<file path="src/hw/rtl/cbor_rd_pkg.sv">
// Package for the CBOR item reader: field widths, status codes, phase and
// kind encodings, and head-byte constants. No dependencies.
package cbor_rd_pkg;

  localparam int unsigned ByteW   = 8;
  localparam int unsigned KindW   = 2;
  localparam int unsigned LenW    = 16;
  localparam int unsigned CapW    = 17;
  localparam int unsigned StatusW = 3;
  localparam int unsigned ValueW  = 64;
  localparam int unsigned ArgCntW = 4;

  typedef enum logic [StatusW-1:0] {
    StOk       = 3'd0,
    StType     = 3'd1,
    StUnderrun = 3'd2,
    StInvalid  = 3'd3,
    StOverflow = 3'd4
  } status_e;

  typedef enum logic [1:0] {
    PhIdle    = 2'd0,
    PhArg     = 2'd1,
    PhPayload = 2'd2
  } phase_e;

  localparam logic [KindW-1:0] KindUint  = 2'd0;
  localparam logic [KindW-1:0] KindBytes = 2'd1;
  localparam logic [KindW-1:0] KindText  = 2'd2;

  localparam logic [2:0] MajUint  = 3'd0;
  localparam logic [2:0] MajBytes = 3'd2;
  localparam logic [2:0] MajText  = 3'd3;

  localparam logic [4:0] InfoImmLimit = 5'd24;
  localparam logic [4:0] InfoArg1     = 5'd24;
  localparam logic [4:0] InfoArg2     = 5'd25;
  localparam logic [4:0] InfoArg4     = 5'd26;
  localparam logic [4:0] InfoArg8     = 5'd27;

endpackage

</file>
<file path="src/hw/rtl/cbor_rd_in_if.sv">
// Input channel of the CBOR item reader: one buffer word with its framing
// and the per-item expectations. Depends on cbor_rd_pkg.
interface cbor_rd_in_if
  import cbor_rd_pkg::*;
();
  logic             valid;
  logic             ready;
  logic [ByteW-1:0] data_byte;
  logic             item_start;
  logic             buffer_last;
  logic [KindW-1:0] expected_kind;
  logic [LenW-1:0]  expected_length;
  logic [CapW-1:0]  text_capacity;

  modport source (
    output valid, data_byte, item_start, buffer_last, expected_kind,
           expected_length, text_capacity,
    input  ready
  );
  modport sink (
    input  valid, data_byte, item_start, buffer_last, expected_kind,
           expected_length, text_capacity,
    output ready
  );
endinterface

</file>
<file path="src/hw/rtl/cbor_rd_out_if.sv">
// Result channel of the CBOR item reader: status, value and payload word.
// Depends on cbor_rd_pkg.
interface cbor_rd_out_if
  import cbor_rd_pkg::*;
();
  logic               valid;
  logic               ready;
  logic [StatusW-1:0] status;
  logic [ValueW-1:0]  decoded_value;
  logic [ByteW-1:0]   payload_byte;
  logic               payload_valid;
  logic               item_done;

  modport source (
    output valid, status, decoded_value, payload_byte, payload_valid, item_done,
    input  ready
  );
  modport sink (
    input  valid, status, decoded_value, payload_byte, payload_valid, item_done,
    output ready
  );
endinterface

</file>
<file path="src/hw/rtl/cbor_item_reader_core.sv">
// CBOR item reader top level: per-word decode and result register.
// Depends on cbor_rd_pkg, cbor_rd_in_if and cbor_rd_out_if.
//
// Usage:
//   in_i carries the encoded buffer one word per beat. item_start marks the
//   head word of an item; the expected kind, byte string length and text
//   capacity are sampled on that word. buffer_last marks the final word.
//   out_o gives at most one result word per input word: payload words of a
//   string as they arrive, and a final word with item_done set that carries
//   the status and, on success, the integer value or string length.
//   A result appears on out_o in the cycle after its input word is taken.
//   Throughput: one input word per cycle while in_i.ready is high.
//   Stall: in_i.ready is high while the result register is empty or being
//   emptied this cycle; a held result blocks only the next input word.
//   Reset: phase returns to idle, the result register empties, and the
//   latched kind, counters and accumulator clear.
//   A head word in the middle of an item drops the old item without result.
module cbor_item_reader_core
  import cbor_rd_pkg::*;
(
  input  logic          clk_i,
  input  logic          rst_ni,
  cbor_rd_in_if.sink    in_i,
  cbor_rd_out_if.source out_o
);

  phase_e               phase_q, phase_d;
  logic [KindW-1:0]     kind_q, kind_d;
  logic [ArgCntW-1:0]   arg_left_q, arg_left_d;
  logic [ValueW-1:0]    acc_q, acc_d;
  logic [LenW-1:0]      pl_left_q, pl_left_d;
  logic [LenW-1:0]      len_exp_q, len_exp_d;
  logic [CapW-1:0]      cap_q, cap_d;

  logic                 out_valid_q, out_valid_d;
  status_e              status_q, status_d;
  logic [ValueW-1:0]    value_q, value_d;
  logic [ByteW-1:0]     pbyte_q, pbyte_d;
  logic                 pvalid_q, pvalid_d;
  logic                 done_q, done_d;

  logic                 accept;
  logic                 res_valid;
  logic                 do_complete;
  logic [KindW-1:0]     ck_kind;
  logic [LenW-1:0]      ck_len_exp;
  logic [CapW-1:0]      ck_cap;
  logic [2:0]           major;
  logic [4:0]           info;
  logic [2:0]           want;
  logic [LenW-1:0]      len;

  assign in_i.ready = !out_valid_q || out_o.ready;
  assign accept     = in_i.valid && in_i.ready;
  assign major      = in_i.data_byte[7:5];
  assign info       = in_i.data_byte[4:0];

  always_comb begin
    phase_d     = phase_q;
    kind_d      = kind_q;
    arg_left_d  = arg_left_q;
    acc_d       = acc_q;
    pl_left_d   = pl_left_q;
    len_exp_d   = len_exp_q;
    cap_d       = cap_q;
    res_valid   = 1'b0;
    status_d    = StOk;
    value_d     = '0;
    pbyte_d     = '0;
    pvalid_d    = 1'b0;
    done_d      = 1'b0;
    do_complete = 1'b0;
    ck_kind     = kind_q;
    ck_len_exp  = len_exp_q;
    ck_cap      = cap_q;
    want        = MajUint;

    if (in_i.item_start) begin
      kind_d     = in_i.expected_kind;
      len_exp_d  = in_i.expected_length;
      cap_d      = in_i.text_capacity;
      arg_left_d = '0;
      pl_left_d  = '0;
      phase_d    = PhIdle;
      ck_kind    = in_i.expected_kind;
      ck_len_exp = in_i.expected_length;
      ck_cap     = in_i.text_capacity;
      unique case (in_i.expected_kind)
        KindUint:  want = MajUint;
        KindBytes: want = MajBytes;
        KindText:  want = MajText;
        default:   want = MajUint;
      endcase
      if (in_i.expected_kind == KindText && in_i.text_capacity == '0) begin
        res_valid = 1'b1;
        status_d  = StInvalid;
      end else if (in_i.expected_kind != KindUint && in_i.expected_kind != KindBytes &&
                   in_i.expected_kind != KindText) begin
        res_valid = 1'b1;
        status_d  = StType;
      end else if (major != want) begin
        res_valid = 1'b1;
        status_d  = StType;
      end else if (info < InfoImmLimit) begin
        acc_d       = {{(ValueW-5){1'b0}}, info};
        do_complete = 1'b1;
      end else begin
        acc_d = '0;
        unique case (info)
          InfoArg1: arg_left_d = 4'd1;
          InfoArg2: arg_left_d = 4'd2;
          InfoArg4: arg_left_d = (in_i.expected_kind == KindUint) ? 4'd4 : 4'd0;
          InfoArg8: arg_left_d = (in_i.expected_kind == KindUint) ? 4'd8 : 4'd0;
          default:  arg_left_d = 4'd0;
        endcase
        if (arg_left_d == '0) begin
          res_valid = 1'b1;
          status_d  = StInvalid;
        end else if (in_i.buffer_last) begin
          res_valid = 1'b1;
          status_d  = StUnderrun;
        end else begin
          phase_d = PhArg;
        end
      end
    end else if (phase_q == PhArg) begin
      acc_d      = {acc_q[ValueW-ByteW-1:0], in_i.data_byte};
      arg_left_d = arg_left_q - 4'd1;
      if (arg_left_d == '0) begin
        do_complete = 1'b1;
      end else if (in_i.buffer_last) begin
        res_valid = 1'b1;
        status_d  = StUnderrun;
      end
    end else if (phase_q == PhPayload) begin
      pl_left_d = pl_left_q - 16'd1;
      res_valid = 1'b1;
      pbyte_d   = in_i.data_byte;
      pvalid_d  = 1'b1;
      if (pl_left_d == '0) begin
        status_d = StOk;
        value_d  = {{(ValueW-LenW){1'b0}}, acc_q[LenW-1:0]};
        done_d   = 1'b1;
      end else if (in_i.buffer_last) begin
        status_d = StUnderrun;
        done_d   = 1'b1;
      end
    end

    len = acc_d[LenW-1:0];
    if (do_complete) begin
      if (ck_kind == KindUint) begin
        res_valid = 1'b1;
        status_d  = StOk;
        value_d   = acc_d;
      end else if (ck_kind == KindBytes && len != ck_len_exp) begin
        res_valid = 1'b1;
        status_d  = StInvalid;
      end else if (ck_kind == KindText && {1'b0, len} >= ck_cap) begin
        res_valid = 1'b1;
        status_d  = StOverflow;
      end else if (len == '0) begin
        res_valid = 1'b1;
        status_d  = StOk;
      end else if (in_i.buffer_last) begin
        res_valid = 1'b1;
        status_d  = StUnderrun;
      end else begin
        phase_d   = PhPayload;
        pl_left_d = len;
      end
    end

    // every result outside the payload stream closes the item
    if (res_valid && !pvalid_d) begin
      done_d = 1'b1;
    end
    if (res_valid && done_d) begin
      phase_d = PhIdle;
    end
  end

  always_comb begin
    out_valid_d = out_valid_q;
    if (accept) begin
      out_valid_d = res_valid;
    end else if (out_o.ready) begin
      out_valid_d = 1'b0;
    end
  end

  always_ff @(posedge clk_i or negedge rst_ni) begin
    if (!rst_ni) begin
      phase_q     <= PhIdle;
      kind_q      <= '0;
      arg_left_q  <= '0;
      acc_q       <= '0;
      pl_left_q   <= '0;
      len_exp_q   <= '0;
      cap_q       <= '0;
      out_valid_q <= 1'b0;
    end else begin
      out_valid_q <= out_valid_d;
      if (accept) begin
        phase_q    <= phase_d;
        kind_q     <= kind_d;
        arg_left_q <= arg_left_d;
        acc_q      <= acc_d;
        pl_left_q  <= pl_left_d;
        len_exp_q  <= len_exp_d;
        cap_q      <= cap_d;
      end
    end
  end

  always_ff @(posedge clk_i) begin
    if (accept && res_valid) begin
      status_q <= status_d;
      value_q  <= value_d;
      pbyte_q  <= pbyte_d;
      pvalid_q <= pvalid_d;
      done_q   <= done_d;
    end
  end

  assign out_o.valid         = out_valid_q;
  assign out_o.status        = status_q;
  assign out_o.decoded_value = value_q;
  assign out_o.payload_byte  = pbyte_q;
  assign out_o.payload_valid = pvalid_q;
  assign out_o.item_done     = done_q;

  a_arg_count_live : assert property (@(posedge clk_i) disable iff (!rst_ni)
    phase_q == PhArg |-> arg_left_q != '0)
    else $error("argument phase with no bytes left");

  a_payload_count_live : assert property (@(posedge clk_i) disable iff (!rst_ni)
    phase_q == PhPayload |-> pl_left_q != '0)
    else $error("payload phase with no bytes left");

  a_payload_status : assert property (@(posedge clk_i) disable iff (!rst_ni)
    out_valid_q && pvalid_q |-> (status_q == StOk || status_q == StUnderrun))
    else $error("payload word with error status");

  a_value_on_success : assert property (@(posedge clk_i) disable iff (!rst_ni)
    out_valid_q && value_q != '0 |-> status_q == StOk && done_q)
    else $error("value reported outside a successful final word");

  a_accept_idle_result : assert property (@(posedge clk_i) disable iff (!rst_ni)
    accept && res_valid |=> out_valid_q)
    else $error("result lost at the output register");

endmodule
</file>
<file path="src/flat_wrapper.sv">
// flat-port wrapper written by rule: the top's interface ports become plain ports
module cbor_item_reader_core_flat import cbor_rd_pkg::*;
  (clk_i, rst_ni, in_i_valid, in_i_data_byte, in_i_item_start, in_i_buffer_last, in_i_expected_kind, in_i_expected_length, in_i_text_capacity, in_i_ready, out_o_valid, out_o_status, out_o_decoded_value, out_o_payload_byte, out_o_payload_valid, out_o_item_done, out_o_ready);
  cbor_rd_in_if in_i_i ();
  cbor_rd_out_if out_o_i ();
  input  logic clk_i;
  input  logic rst_ni;
  input wire logic [$bits(in_i_i.valid)-1:0] in_i_valid;
  input wire logic [$bits(in_i_i.data_byte)-1:0] in_i_data_byte;
  input wire logic [$bits(in_i_i.item_start)-1:0] in_i_item_start;
  input wire logic [$bits(in_i_i.buffer_last)-1:0] in_i_buffer_last;
  input wire logic [$bits(in_i_i.expected_kind)-1:0] in_i_expected_kind;
  input wire logic [$bits(in_i_i.expected_length)-1:0] in_i_expected_length;
  input wire logic [$bits(in_i_i.text_capacity)-1:0] in_i_text_capacity;
  output wire logic [$bits(in_i_i.ready)-1:0] in_i_ready;
  output wire logic [$bits(out_o_i.valid)-1:0] out_o_valid;
  output wire logic [$bits(out_o_i.status)-1:0] out_o_status;
  output wire logic [$bits(out_o_i.decoded_value)-1:0] out_o_decoded_value;
  output wire logic [$bits(out_o_i.payload_byte)-1:0] out_o_payload_byte;
  output wire logic [$bits(out_o_i.payload_valid)-1:0] out_o_payload_valid;
  output wire logic [$bits(out_o_i.item_done)-1:0] out_o_item_done;
  input wire logic [$bits(out_o_i.ready)-1:0] out_o_ready;
  assign in_i_i.valid = in_i_valid;
  assign in_i_i.data_byte = in_i_data_byte;
  assign in_i_i.item_start = in_i_item_start;
  assign in_i_i.buffer_last = in_i_buffer_last;
  assign in_i_i.expected_kind = in_i_expected_kind;
  assign in_i_i.expected_length = in_i_expected_length;
  assign in_i_i.text_capacity = in_i_text_capacity;
  assign in_i_ready = in_i_i.ready;
  assign out_o_valid = out_o_i.valid;
  assign out_o_status = out_o_i.status;
  assign out_o_decoded_value = out_o_i.decoded_value;
  assign out_o_payload_byte = out_o_i.payload_byte;
  assign out_o_payload_valid = out_o_i.payload_valid;
  assign out_o_item_done = out_o_i.item_done;
  assign out_o_i.ready = out_o_ready;
  cbor_item_reader_core u_core (.clk_i(clk_i), .rst_ni(rst_ni), .in_i(in_i_i), .out_o(out_o_i));
endmodule
</file>
<file path="config.mk">
export PLATFORM = sky130hd
export DESIGN_NAME = cbor_item_reader_core_flat
export DESIGN_NICKNAME = d
export VERILOG_FILES = /design/src/hw/rtl/cbor_rd_pkg.sv /design/src/hw/rtl/cbor_rd_in_if.sv /design/src/hw/rtl/cbor_rd_out_if.sv /design/src/hw/rtl/cbor_item_reader_core.sv /design/src/flat_wrapper.sv
export SDC_FILE = /design/constraint.sdc
export NUM_CORES = 1
export LEC_CHECK = 0
export BUFFER_PORTS_ARGS = -buffer_cell sky130_fd_sc_hd__buf_2
export CORE_ASPECT_RATIO = 0.7
export CORE_MARGIN = 2
export CORE_UTILIZATION = 47
export CTS_CLUSTER_SIZE = 16
export DETAILED_ROUTE_END_ITERATION = 10
export PLACE_DENSITY = 0.67
export SYNTH_ARGS = -nofsm -noshare
export SYNTH_HDL_FRONTEND = slang
export SYNTH_SLANG_ARGS = --single-unit
</file>
<file path="constraint.sdc">
create_clock -name clk_i -period 8.8 [get_ports clk_i]
set_clock_uncertainty 0.15 [all_clocks]
set_input_delay 0.44 -clock clk_i [delete_from_list [all_inputs] [get_ports clk_i]]
set_output_delay 0.44 -clock clk_i [all_outputs]
set_load 0.05 [all_outputs]
</file>
Yosys cells after proc, flatten, opt, wreduce, memory -nomap -nowiden
Cells that the tools add are included.

Input bits: 49. Word-level logic and storage cells: 159. Output and inout port bits: 79. Register bits: 199.

Order comparisons: 2. Reductions and logical operators: 24. Equality and inequality tests: 14. Multiplexer cells: 103. Add/subtract/negate cells: 2. Bitwise gates (word level): 1.

Operators with widths (count): $mux 64 (10); $mux 16 (11); $mux 3 (16); $mux 4 (12); $mux 2 (17); $mux 1 (33); $logic_not 16->1 (2); $eq 5x5->1 const B (4); $ge 16x17->1 (1); $logic_not 17->1 (1); $mux 17 (1); $ne 16x16->1 (1); $pmux 4 s4 (1); $sub 16x1->16 const B (1); $logic_and 1x1->1 (9); $logic_not 4->1 (2); $eq 2x1->1 const B (3); $eq 2x2->1 const B (3); $reduce_bool 2->1 (3); $lt 5x5->1 const B (1); $mux 5 (1); $logic_not 2->1 (2); $pmux 2 s2 (1); $sub 4x1->4 const B (1); 8 further kinds (9).

Logic depth before layout (Yosys ltp)
Depth after elaboration: 25. Mapped depth: 22. Mapped depth without buffers: 18.

Least setup slack after synthesis
OpenSTA, ideal clock, no wires.

Path kind: in2reg. Start point: input port in_i_item_start. End point: register u_core.value_q[0] (netlist: u_core.out_o.decoded_value[0]), enable pin. Path slack: 0.814 ns. Library setup time: 0.539 ns. Arrival: 7.297 ns. Data required time: 8.111 ns. Stages: 16. Buffers on the path: 5. Cells stage by stage: buf_2 > buf_2 > buf_1 > clkbuf_1 > buf_1 > mux2i_1 > ha_1 > o211a_1 > o21ai_0 > a211oi_1 > nand2_1 > o221ai_1 > a31oi_1 > nand4bb_1 > o211ai_1 > a21oi_1.

Word-level cells in the longest chain between the ends: 8. Elaborated cells on any way between the ends: 21. Classes of those cells: order compare: 1; eq/ne: 3; mux: 12; reduce/logical: 5.

Ends and longest elaborated chain: start, declared (line flat_wrapper.sv:10) `input wire logic [$bits(in_i_i.item_start)-1:0] in_i_item_start;`; $mux 64, or another cell as far along (line cbor_item_reader_core.sv:78) `if (in_i.item_start) begin`; $ge 16x17->1, or another cell as far along (line cbor_item_reader_core.sv:159) `end else if (ck_kind == KindText && {1'b0, len} >= ck_cap) begin`; $logic_and 1x1->1 or $mux 1 (tied branches) (line cbor_item_reader_core.sv:159, cbor_item_reader_core.sv:162); $mux 1 (line cbor_item_reader_core.sv:159); $mux 1 (line cbor_item_reader_core.sv:156) `end else if (ck_kind == KindBytes && len != ck_len_exp) begin`; $mux 1 (line cbor_item_reader_core.sv:152) `if (ck_kind == KindUint) begin`; $mux 1 * (line cbor_item_reader_core.sv:151) `if (do_complete) begin`; $logic_and 1x1->1 * (line cbor_item_reader_core.sv:217) `if (accept && res_valid) begin`; end signal, assigned (line cbor_item_reader_core.sv:219) `value_q <= value_d;`; end, declared (line cbor_item_reader_core.sv:37) `logic [ValueW-1:0] value_q, value_d;`.

Mark *: on every way between the ends. The rest lies on a longest branch, timed or not. A chain may end at the register's enable or synchronous reset.

Worst setup path after layout
Start point: input port in_i_item_start. End point: register u_core.pl_left_q[5].

Word-level cells in the longest chain between the ends: 7. Elaborated cells on any way between the ends: 20. Classes of those cells: order compare: 1; eq/ne: 3; mux: 12; reduce/logical: 4.

Ends and longest elaborated chain: $mux 64, or another cell as far along (line cbor_item_reader_core.sv:78); $ge 16x17->1, or another cell as far along (line cbor_item_reader_core.sv:159); $logic_and 1x1->1 or $mux 16 (tied branches) (line cbor_item_reader_core.sv:159, cbor_item_reader_core.sv:162); $mux 16 (line cbor_item_reader_core.sv:159); $mux 16 (line cbor_item_reader_core.sv:156); $mux 16 (line cbor_item_reader_core.sv:152); $mux 16 * (line cbor_item_reader_core.sv:151); end signal, assigned (line cbor_item_reader_core.sv:209) `pl_left_q <= pl_left_d;`; end, declared (line cbor_item_reader_core.sv:31) `logic [LenW-1:0] pl_left_q, pl_left_d;`.

Marks and branches as above.

==> flow_metrics.env <==
export IMPL_status="finished, final reports clean"
export IMPL_syn_avg_cell_area_um2=10.20
export IMPL_htreeDepth=4
export IMPL_swShare_pct=34.72
export IMPL_antenna_found_initial=0
export IMPL_portBuffers=127
export IMPL_synth_area_leaders="dfrtp_1, edfxtp_1, nand2_1, a22o_1, mux2i_1"
export IMPL_synth_top_family_by_area="compound AO/OA/AOI/OAI gates"
export IMPL_setup_tns_ns=0
export IMPL_drive_above_1_share_pct=18.73
export IMPL_r2r_start="u_core.phase_q[1]$_DFFE_PN0P_"
export IMPL_synth_edf_count=77
export IMPL_place_detailed_hpwl_um=20220
export IMPL_postCtsHoldBufs=1
export IMPL_cp_data_required_time_ns=8.97
export IMPL_die_h_um=128.1
export IMPL_num_vias=8585
export IMPL_grt_overflow=0
export IMPL_p_sw_w=0.0008944
export IMPL_end_kind="flop"
export IMPL_synth_top_area_share_pct=29.52
export IMPL_yosys_area_share_simple_pct=16.31
export IMPL_netlist_area_um2=10340
export IMPL_drt_wl_total_um=29470
export IMPL_num_fill_cells=1918
export IMPL_synth_top_area_cell="dfrtp_1"
export IMPL_maxSlewViolCount=0
export IMPL_gp_congestion=0.9429
export IMPL_fin_crit_ns=6.025
export IMPL_clkSinkCount=199
export IMPL_yosys_area_share_adder_pct=2.782
export IMPL_p_clk_share_pct=30.6
export IMPL_dieArea_um2=23230
export IMPL_hp_class="input pin to flop"
export IMPL_cts_repair_resized=0
export IMPL_rsz0062_at_grt="false"
export IMPL_synth_seq_cells=199
export IMPL_max_freq_ghz=0.1660
export IMPL_setup_violations=0
export IMPL_finalHoldViolCount=0
export IMPL_seq_power_share_pct=45.4
export IMPL_p_int_w=0.001681
export IMPL_dr_first_iter_drc_count=1155
export IMPL_syn_to_final_growth_pct=14.01
export IMPL_maxCapViolCount=0
export IMPL_antenna_cells=0
export IMPL_p_per_area_nw_per_um2=218.4
export IMPL_grt_pass1_vias=7734
export IMPL_hp_start="in_i_expected_length[3]"
export IMPL_cp_startpoint="in_i_item_start"
export IMPL_ant_nets=0
export IMPL_clockBufferDepth=2
export IMPL_drcViolationCount=0
export IMPL_clockRootBuffer="clkbuf_16"
export IMPL_leakage_nw=4.872
export IMPL_syn_inst=1014
export IMPL_p_comb_share_pct=24.0
export IMPL_fp_dieW_um=181.3
export IMPL_synth_async_reset_ratio_pct=61.31
export IMPL_cts_setup_buffers=0
export IMPL_critPathKind="input pin to flop"
export IMPL_start_util_pct=47.84
export IMPL_synth_mux_area_share_pct=5.383
export IMPL_rows=45
export IMPL_fp_coreArea_um2=21620
export IMPL_cts_buffers=17
export IMPL_finalNetCount=1175
export IMPL_grt_max_degree=68
export IMPL_critPathArrivalTime_ns=6.19
export IMPL_yosysUniqueCellTypes=70
export IMPL_fin_util_pct=54.54
export IMPL_grt_pass1_wl_um=46190
export IMPL_path_max_fanout=36
export IMPL_slew_headroom_pct=18.04
export IMPL_power_total_w=0.002576
export IMPL_viasPerCell=6.141
export IMPL_startpoint_type="input pin"
export IMPL_dr_pass1_iters=6
export IMPL_avgRoutedWirePerCell_um=21.08
export IMPL_yosysSeqAreaShare_pct=51.88
export IMPL_clkSlewWorstSetupHoldPaths_ns=0.07
export IMPL_grtUsageTotal_pct=25.80
export IMPL_clk_latency_ns=0.44
export IMPL_worst_slew_pin_slew_ns=1.226
export IMPL_cts_tree="built"
export IMPL_synth_xor_area_share_pct=1.440
export IMPL_ir_worst_vdd_v=0.0001528
export IMPL_synth_compound_area_share_pct=18.46
export IMPL_synth_ff_type="dfrtp_1"
export IMPL_yosysWarnings=0
export IMPL_min_period_over_period_pct=68.47
export IMPL_pin_count=128
export IMPL_syn_nets=1086
## layout by cell type (no fill, tap or decap), types with 8 or more instances in the layout
| master | Yosys | final |
|---|---|---|
| a21oi_1 | 69 | 68 |
| edfxtp_1 | 77 | 77 |
| a221o_1 | 9 | 9 |
| dfrtp_1 | 122 | 122 |
| buf_4 | 1 | 16 |
| nor3_1 | 28 | 28 |
| a22o_1 | 64 | 64 |
| mux2_2 | 13 | 13 |
| nor2_1 | 38 | 37 |
| inv_1 | 22 | 22 |
| nor4_1 | 13 | 13 |
| mux2i_1 | 41 | 41 |
| buf_2 | 7 | 126 |
| nand3_1 | 65 | 64 |
| xnor2_1 | 8 | 8 |
| ha_1 | 23 | 23 |
| clkbuf_16 | 0 | 17 |
| o21ai_0 | 51 | 51 |
| o31ai_1 | 10 | 10 |
| and3_1 | 8 | 8 |
| nand2_1 | 155 | 154 |
| xor2_1 | 9 | 9 |
## cells in the mapped netlist, drive strengths merged (4+ instances only)
master / n
a211oi: 7
nand2: 155
nand4: 6
a221o: 9
a21o: 6
a21oi: 69
mux2: 13
o221ai: 5
and3: 8
inv: 23
dfrtp: 122
nor4: 16
or4: 4
clkbuf: 58
nor3: 29
o211ai: 7
nor2: 40
xnor2: 8
or3: 7
nor4b: 6
xor2: 9
nand3: 66
ha: 23
a22o: 64
o21ai: 55
mux2i: 41
buf: 15
a31oi: 7
edfxtp: 77
o2111ai: 5
o31ai: 10
## sequential cells by signal, summed over array words and instances, names as in the netlist, 2 cells and up
name,flops
u_core.phase_q,2
u_core.out_o.decoded_value,64
u_core.out_o.payload_byte,8
u_core.acc_q,64
u_core.cap_q,17
u_core.kind_q,2
u_core.arg_left_q,4
u_core.pl_left_q,16
u_core.len_exp_q,16
u_core.out_o.status,3
## cells by family after synthesis
| logic type | count (synthesis) |
|---|---|
| mux | 54 |
| compound gates | 273 |
| buf+inv | 96 |
| flops | 199 |
| xor+xnor | 17 |
| fa+ha+maj | 23 |
| simple gates | 352 |
## stage by stage
stage	cells	area [um2]	setup slack, ns	hold WS [ns]
6_report	1398	11790	2.775	0.1043
5_1_grt	1398	11790	2.440	0.1063
4_1_cts	1398	11790	2.986	0.09806
3_5_place_dp	1365	11200	2.542	0.3195
3_3_place_gp	1365	11200	2.694	0.3099
2_1_floorplan	1014	10340	0.8139	-0.005591
## layout make-up
type | count | area [um2] | area share (%)
clock buffer | 17 | 425.4 | 3.608
clock inverter | 15 | 157.7 | 1.337
inverter | 23 | 86.33 | 0.7322
multi-input combinational | 719 | 4643 | 39.38
sequential | 199 | 5365 | 45.50
tap | 282 | 352.8 | 2.992
timing repair buffer | 143 | 760.7 | 6.452
## metal layers
metal	routed length, um	GRT usage (%)
met5	0	0
met3	3047	7.784
met2	11710	34.42
met4	284	4.639
met1	14420	40.95
## final timing paths
| kind | endpoint | slack, ns | cells after the start |
|---|---|---|---|
| worst max-delay path | u_core.pl_left_q[5]$_DFFE_PN0P_ | 2.77 | 17 |
| worst max register to register | u_core.pl_left_q[5]$_DFFE_PN0P_ | 3.44 | 15 |
| worst min-delay path | u_core.len_exp_q[3]$_DFFE_PN0P_ | 0.10 | 2 |
| max in group asynchronous | u_core.pl_left_q[10]$_DFFE_PN0P_ | 6.71 | 3 |
| worst min register to register | u_core.cap_q[4]$_DFFE_PN0P_ | 0.33 | 2 |
| min in group asynchronous | u_core.kind_q[0]$_DFFE_PN0P_ | 0.45 | 2 |
## power groups by stage
| stage | registers, W | clock network [W] | logic, W |
|---|---|---|---|
| after floorplan | 0.00121 | 0 | 0.000390 |
| after global placement | 0.00118 | 0 | 0.000599 |
| after detailed placement | 0.00118 | 0 | 0.000604 |
| after CTS | 0.00116 | 0.000799 | 0.000608 |
| after global routing | 0.00118 | 0.000839 | 0.000678 |
| final | 0.00117 | 0.000789 | 0.000617 |
## worst max-delay path, cell delays in order
cell and delay (ns):
buf_2 0.07, buf_4 0.38, inv_2 0.31, nor4b_4 0.57, o21a_1 0.94, o211a_1 0.44
ha_1 0.27, nand2b_1 0.14, a21oi_1 0.14, o21ai_0 0.11, a221oi_1 0.30, o221ai_1 0.25
a31oi_1 0.33, nor3b_1 0.28, o21a_1 0.65, nor3_1 0.16, a221o_1 0.36
Note: power is estimated with default switching activity, not from simulation.
